==> config.mk <==
export PLATFORM = sky130hd
export DESIGN_NAME = rtpi_queue
export DESIGN_NICKNAME = d
export VERILOG_FILES = /design/src/sv/rtpi_pkg.sv /design/src/sv/rtpi_queue.sv
export SDC_FILE = /design/constraint.sdc
export NUM_CORES = 2
export LEC_CHECK = 0
export ABC_AREA = 1
export BUFFER_PORTS_ARGS = -buffer_cell sky130_fd_sc_hd__buf_2
export CAP_MARGIN = 20
export CORE_MARGIN = 5
export CORE_UTILIZATION = 45
export DETAILED_ROUTE_END_ITERATION = 10
export MAX_ROUTING_LAYER = met4
export PLACE_DENSITY = 0.59
export SETUP_SLACK_MARGIN = 0.2
export SYNTH_ARGS = -nofsm -noshare
export SYNTH_HDL_FRONTEND = slang
export SYNTH_SLANG_ARGS = --single-unit
==> constraint.sdc <==
create_clock -name clk -period 27.6 [get_ports clk]
set_clock_uncertainty 0.05 [all_clocks]
set_input_delay 0 -clock clk [delete_from_list [all_inputs] [get_ports clk]]
set_output_delay 0 -clock clk [all_outputs]
set_load 0.01 [all_outputs]
==> src/sv/rtpi_pkg.sv <==
// rtpi_pkg: shared types, constants and codes for the ray / triangle-plane block
// no dependencies; imported by every module of the block
package rtpi_pkg;

	// result clamp width and internal stage counts
	localparam int COORD_WIDTH = 32;
	localparam int OUT_BITS    = (COORD_WIDTH < 32) ? COORD_WIDTH : 32;
	localparam int QDEPTH      = 8;
	localparam int QAW         = $clog2(QDEPTH);
	localparam int FRONT_LAT   = 4;
	localparam int SQRT_STEPS  = 32;
	localparam int UDIV_STEPS  = 31;
	localparam int TDIV_STEPS  = 32;

	typedef enum logic [1:0] {
		ST_HIT      = 2'd0,
		ST_PARALLEL = 2'd1,
		ST_DEGEN    = 2'd2
	} status_t;

	typedef enum logic [2:0] {
		CFG_ORIGIN_X = 3'd0,
		CFG_ORIGIN_Y = 3'd1,
		CFG_ORIGIN_Z = 3'd2,
		CFG_DIR_X    = 3'd3,
		CFG_DIR_Y    = 3'd4,
		CFG_DIR_Z    = 3'd5,
		CFG_EPS      = 3'd6
	} cfg_index_t;

	typedef logic [2:0][31:0] vec32_t;

	// input item: three vertices, Q16.16
	typedef struct packed {
		logic signed [31:0] a_x;
		logic signed [31:0] a_y;
		logic signed [31:0] a_z;
		logic signed [31:0] b_x;
		logic signed [31:0] b_y;
		logic signed [31:0] b_z;
		logic signed [31:0] c_x;
		logic signed [31:0] c_y;
		logic signed [31:0] c_z;
	} tri_item_t;

	// result item
	typedef struct packed {
		status_t            status;
		logic signed [31:0] hit_x;
		logic signed [31:0] hit_y;
		logic signed [31:0] hit_z;
		logic signed [31:0] ray_distance;
		logic               saturated;
	} result_t;

	// configured ray
	typedef struct packed {
		logic signed [31:0] ox;
		logic signed [31:0] oy;
		logic signed [31:0] oz;
		logic signed [31:0] dx;
		logic signed [31:0] dy;
		logic signed [31:0] dz;
		logic [30:0]        eps;
	} ray_cfg_t;

	// queue entry: vertex a and raw normal
	typedef struct packed {
		vec32_t           a;
		logic [2:0][62:0] n;
		logic             degen;
	} qent_t;

	// unit normal handed from normalizer to back end
	typedef struct packed {
		vec32_t a;
		vec32_t u;
		logic   degen;
	} unit_t;

	// queue status seen by the top level
	typedef struct packed {
		logic [QAW:0] count;
		logic         empty;
	} qstat_t;

endpackage

==> src/sv/rtpi_queue.sv <==
// rtpi_queue: short queue between the front end and the normalizer
// depends on rtpi_pkg
module rtpi_queue (
	input  logic              clk,
	input  logic              arst_n,
	input  logic              push,
	input  rtpi_pkg::qent_t   wdata,
	output logic              rvalid,
	output rtpi_pkg::qent_t   rdata,
	output rtpi_pkg::qstat_t  stat
);
	import rtpi_pkg::*;

	qent_t          mem_q [QDEPTH];
	logic [QAW-1:0] wr_q, rd_q;
	logic [QAW:0]   cnt_q;
	logic           pop;

	// the consumer never stalls: pop whenever something is held
	assign pop    = (cnt_q != '0);
	assign rvalid = pop;
	assign rdata  = mem_q[rd_q];

	// pointers and fill count
	always_ff @(posedge clk or negedge arst_n) begin
		if (!arst_n) begin
			wr_q  <= '0;
			rd_q  <= '0;
			cnt_q <= '0;
		end else begin
			if (push)
				wr_q <= wr_q + 1'b1;
			if (pop)
				rd_q <= rd_q + 1'b1;
			case ({push, pop})
				2'b10:   cnt_q <= cnt_q + 1'b1;
				2'b01:   cnt_q <= cnt_q - 1'b1;
				default: cnt_q <= cnt_q;
			endcase
		end
	end

	// storage
	always_ff @(posedge clk) begin
		if (push)
			mem_q[wr_q] <= wdata;
	end

	assign stat.count = cnt_q;
	assign stat.empty = (cnt_q == '0);

endmodule

## Word-level counts from Yosys, hierarchy flattened

Memory sizes are Yosys's and may differ from the RTL's.
Index checks and enable logic that the tools add are counted.

- Flip-flop bits (word level): 10
- Memory bits (writable): 2288
- Input bits: 289
- Word-level logic and storage cells: 16
- Memories: 1

- Add/sub/neg operators: 4
- Eq/ne operators: 2
- Muxes and demuxes: 3
- Reductions and logical operators: 3

Memory list:

| memory | depth | width | read ports | clocked after Yosys merged registers in | wr ports | RTL line | text |
|---|---|---|---|---|---|---|---|
| mem_q | 8 | 286 | 1 | 0 | 1 | rtpi_queue.sv:14 | `qent_t mem_q [QDEPTH];` |

Operator list:

| kind | count |
|---|---|
| case mux 4 bit (2 select lines) | 1 |
| adder 3 x 1 -> 3 bit (second input constant) | 2 |
| adder 4 x 1 -> 4 bit (second input constant) | 1 |
| zero test 4 bit | 1 |
| nonzero test 4 bit | 1 |
| subtractor 4 x 1 -> 4 bit (second input constant) | 1 |
| equality test 2 x 1 -> 1 bit (second input constant) | 1 |
| equality test 2 bit (second input constant) | 1 |
| two-way mux 1 bit | 2 |
| nonzero test 2 bit | 1 |

## Depth between registers and ports, before layout

- Depth after elaboration: 3
- Mapped depth: 11
- Mapped depth without buffers: 11

## Least setup slack after synthesis

Ideal clock, no wire load.

- Kind: register to register
- Start: register wr_q[0]
- End: memory mem_q[0][0] in the netlist's numbering, enable pin
- Data arrival time: 12577 ps
- Data required time: 26611 ps
- Path slack: 14035 ps
- Cell stages (with the launch flop): 3
- Clock period less this slack: 13565 ps
- Path through: dfrtp_1 -> or2_2 -> nor2_1

RTL lines:

| item | RTL line | text |
|---|---|---|
| from (decl) | rtpi_queue.sv:15 | `logic [QAW-1:0] wr_q, rd_q;` |
| from (signal assigned) | rtpi_queue.sv:32 | `wr_q <= wr_q + 1'b1;` |
| to (decl) | rtpi_queue.sv:14 |  |

Straight into the memory's write port.

==> results.tsv <==
stage	metric	value	unit
logic_synthesis	Synth Area in Simple Gates	0.110	
route	Detailed Route Iter0 Violations	4573	
timing	Max Slew Vio Count	0	
die	std cell rows	163	
timing	Worst Max-Slew Pin Slew	1.21	ns
min_path	Hold Path Origin	wdata[104]	
logic_synthesis	syn avg cell area	12.6	µm²
clock_network	worst-skew pair later-pin latency	0.85	ns
timing	achievable clock frequency	157	MHz
setup_path	Reg2Reg Depth	6	
logic_synthesis	sequential area share after synthesis	0.771	
pwr	Worst VDD drop	0.000102	V
logic_synthesis	Synth cell types	19	
route	first-pass iteration count of the detailed router	7	
pwr	Leak	37.6	nW
clock_network	CTS root buf	clkbuf_16	
timing	Tcrit/Tclk final	0.231	
route	Detail Route Antenna Nets	0	
setup_path	Worst Setup End Kind	primary output	
route	WL/cell	20.9	µm
finish	fin nets	8425	
run	max_cap viols	0	
die	Ports	581	
timing	Final Hold Vio Count	0	
place	hpwl dp	120000	µm
logic_synthesis	Yosys Warn Count	0	
timing	setup TNS	0	ns
route	DRC Markers	0	
clock_network	Num CTS Buffers	232	
clock_network	CTS tree	yes	
setup_path	CP max stage cell	buf_4	
setup_path	CP max stage delay	0.91	ns
route	via-per-instance ratio	5.24	
place	GP Congestion	0.791	
timing	RSZ-0062 raised after global routing	no	
logic_synthesis	Mapped Area	0.0895	mm²
global_routing	first-pass GRT wire length	347000	µm
setup_path	Startpoint Class	flip-flop	
route	DR vias	57600	
setup_path	required time of the critical path	27.55	ns
global_routing	vias in the first global route	56000	
global_routing	Total GRT Usage	0.221	
setup_path	RR Startpoint	wr_q[0]	
timing	worst slew margin relative to its limit	0.196	
clock_network	register clock-pin slew on the reported worst setup and hold paths	0.06	ns
run_status	status	finished clean	
setup_path	crit path max fanout	98	
logic_synthesis	post-synthesis mux area share	0	
die	Die ar.	0.208	mm²
clock_network	CTS HTree Levels	4	
timing	final setup violation count	0	
timing	hold slack	0.0479	ns
timing	slack of the critical path	21.22	ns
logic_synthesis	compound-cell area share of the yosys netlist	0.0961	
setup_path	cells along the critical path	buf_4 > buf_4 > buf_4 > buf_4 > buf_4 > nor2_1 > nor2_1 > o21ai_0 > o21ai_0 > nand2_1 > nand2_1 > buf_2	
global_routing	largest net degree at the start of global routing	249	
finish	Area Growth Syn to Fin	20.4	%
pwr	P per Cell Area	104	mW/mm²
timing	min Tclk post-route	6.38	ns
die	Initial Util	0.453	
setup_path	Critical R2R Capture	mem_q[4][78]	
setup_path	Setup CP Type	reg -> out	
clock_network	CTS Sinks	2298	
min_path	Hold WC Path Type	in -> reg	
setup_path	Crit path top cell by count	buf_4	
clock_network	clock buffer depth	3	
die	core area	0.198	mm²
setup_path	crit path DAT	6.33	ns
place	worst slack, placed	22.18	ns
logic_synthesis	largest family of logic cells by synthesized area	simple AND/OR/NAND/NOR gates	
global_routing	total gr overflow	0	
min_path	Hold Path End	mem_q[1][104]	
logic_synthesis	Synth Net Count	7393	
logic_synthesis	cells after synthesis	7099	
die	die height	456	µm
logic_synthesis	Post-Synth Adder-Cell Area	0.000783	
setup_path	r2r setup slk	23.11	ns
finish	Final Util	0.545	
finish	layout cells sized above 1	0.119	
logic_synthesis	Synth Register Bits	2298	
place	# port buffers	580	
global_routing	initial antenna violation count	34	
die	Die W	456	µm
clock_network	Gates resized, CTS repair	0	
min_path	hold depth	2	
route	Routed WL	230000	µm
logic_synthesis	Post-Synth XOR/XNOR Area	0.000587	
==> metrics by stage <==
stage | cell area, µm² | cells | power, mW
2_1_floorplan | 89500 | 7099 | 6.89
3_3_place_gp | 94600 | 9966 | 8.18
3_5_place_dp | 94600 | 9966 | 8.21
4_1_cts | 108000 | 11000 | 11.3
5_1_grt | 108000 | 11000 | 11.9
6_report | 108000 | 11000 | 11.2
==> Yosys cell counts (all sizes together) <==
library cell,n,area [µm²]
nand3,3,15.0
inv,14,52.6
nor2,1725,6470
nand2,886,3330
xor2,3,26.3
clkbuf,299,1120
or2,1,6.26
edfxtp,2288,68700
buf,144,777
xnor2,3,26.3
fa,1,20.0
o21ai,1718,8600
ha,4,50.1
dfrtp,10,250
==> final cells by class <==
class | instances | area [µm²]
Inverter | 14 | 67.6
Fill cell | 16400 | 89900
Multi-Input combinational cell | 4344 | 18600
Timing Repair Buffer | 1241 | 9370
Sequential cell | 2298 | 69000
Antenna cell | 29 | 72.6
Clock inverter | 129 | 1150
Clock buffer | 299 | 6140
Tap cell | 2640 | 3300
==> placed cells by master, fill, tap and decap left out, types with 7 or more instances in the layout <==
master,count
bufinv_16,16
clkinv_2,39
clkinv_1,56
diode_2,29
buf_2,580
clkbuf_1,63
nor2_4,8
inv_1,12
o21ai_1,261
nor2_1,1717
clkbuf_16,236
o21ai_0,1457
dfrtp_1,7
edfxtp_1,2288
dlygate4sd3_1,571
nand2_1,886
buf_4,84
==> kinds of logic (layout without fill, tap and decap cells) <==
| logic type | Yosys count | after routing |
|---|---|---|
| simple gates | 2615 | 2615 |
| flops | 2298 | 2298 |
| compound gates | 1718 | 1718 |
| buf+inv | 457 | 1683 |
| xor+xnor | 6 | 6 |
| fa+ha+maj | 5 | 5 |
| other cells | 0 | 29 |
==> critical path, delay by kind of cell (launching register included) <==
| family | cells | cell delay (ns) |
|---|---|---|
| flops | 1 | 0.71 |
| simple gates | 4 | 0.44 |
| buf+inv | 6 | 3.80 |
| compound gates | 2 | 0.23 |
==> metal layers <==
metal / track usage / part of all wire
met5: - / 0
met4: 0.0809 / 0.037
met3: 0.0341 / 0.049
met2: 0.372 / 0.51
met1: 0.273 / 0.41
==> where the power goes <==
| part | switching, mW | internal (mW) | total, mW |
|---|---|---|---|
| clock network | 1.30 | 1.72 | 3.01 |
| registers | 0.106 | 4.22 | 4.33 |
| logic | 2.73 | 1.11 | 3.84 |
| total | 4.14 | 7.05 | 11.2 |
==> sequential cells by signal (all words and copies together) (netlist names) <==
name   cells
mem_q   2288
cnt_q      4
rd_q       3
wr_q       3
==> how the worst max path moves through the flow <==
stage          cells past startpoint    start     endpoint  slack [ns]
2_1_floorplan                      2  wr_q[0]  mem_q[0][0]       14.03
3_3_place_gp                      12  rd_q[0]   rdata[244]       22.26
3_5_place_dp                      12  rd_q[0]   rdata[244]       22.18
4_1_cts                           12  rd_q[0]   rdata[244]       21.23
5_1_grt                           12  rd_q[0]   rdata[153]       20.79
6_report                          12  rd_q[0]   rdata[244]       21.22
==> repair_timing <==
item                                   in CTS  in global routing
buffers inserted                            0                  0
endpoints found under the hold margin    2359                  8
hold buffers                              570                  1
No activity file was read; power rests on OpenSTA's default activity.
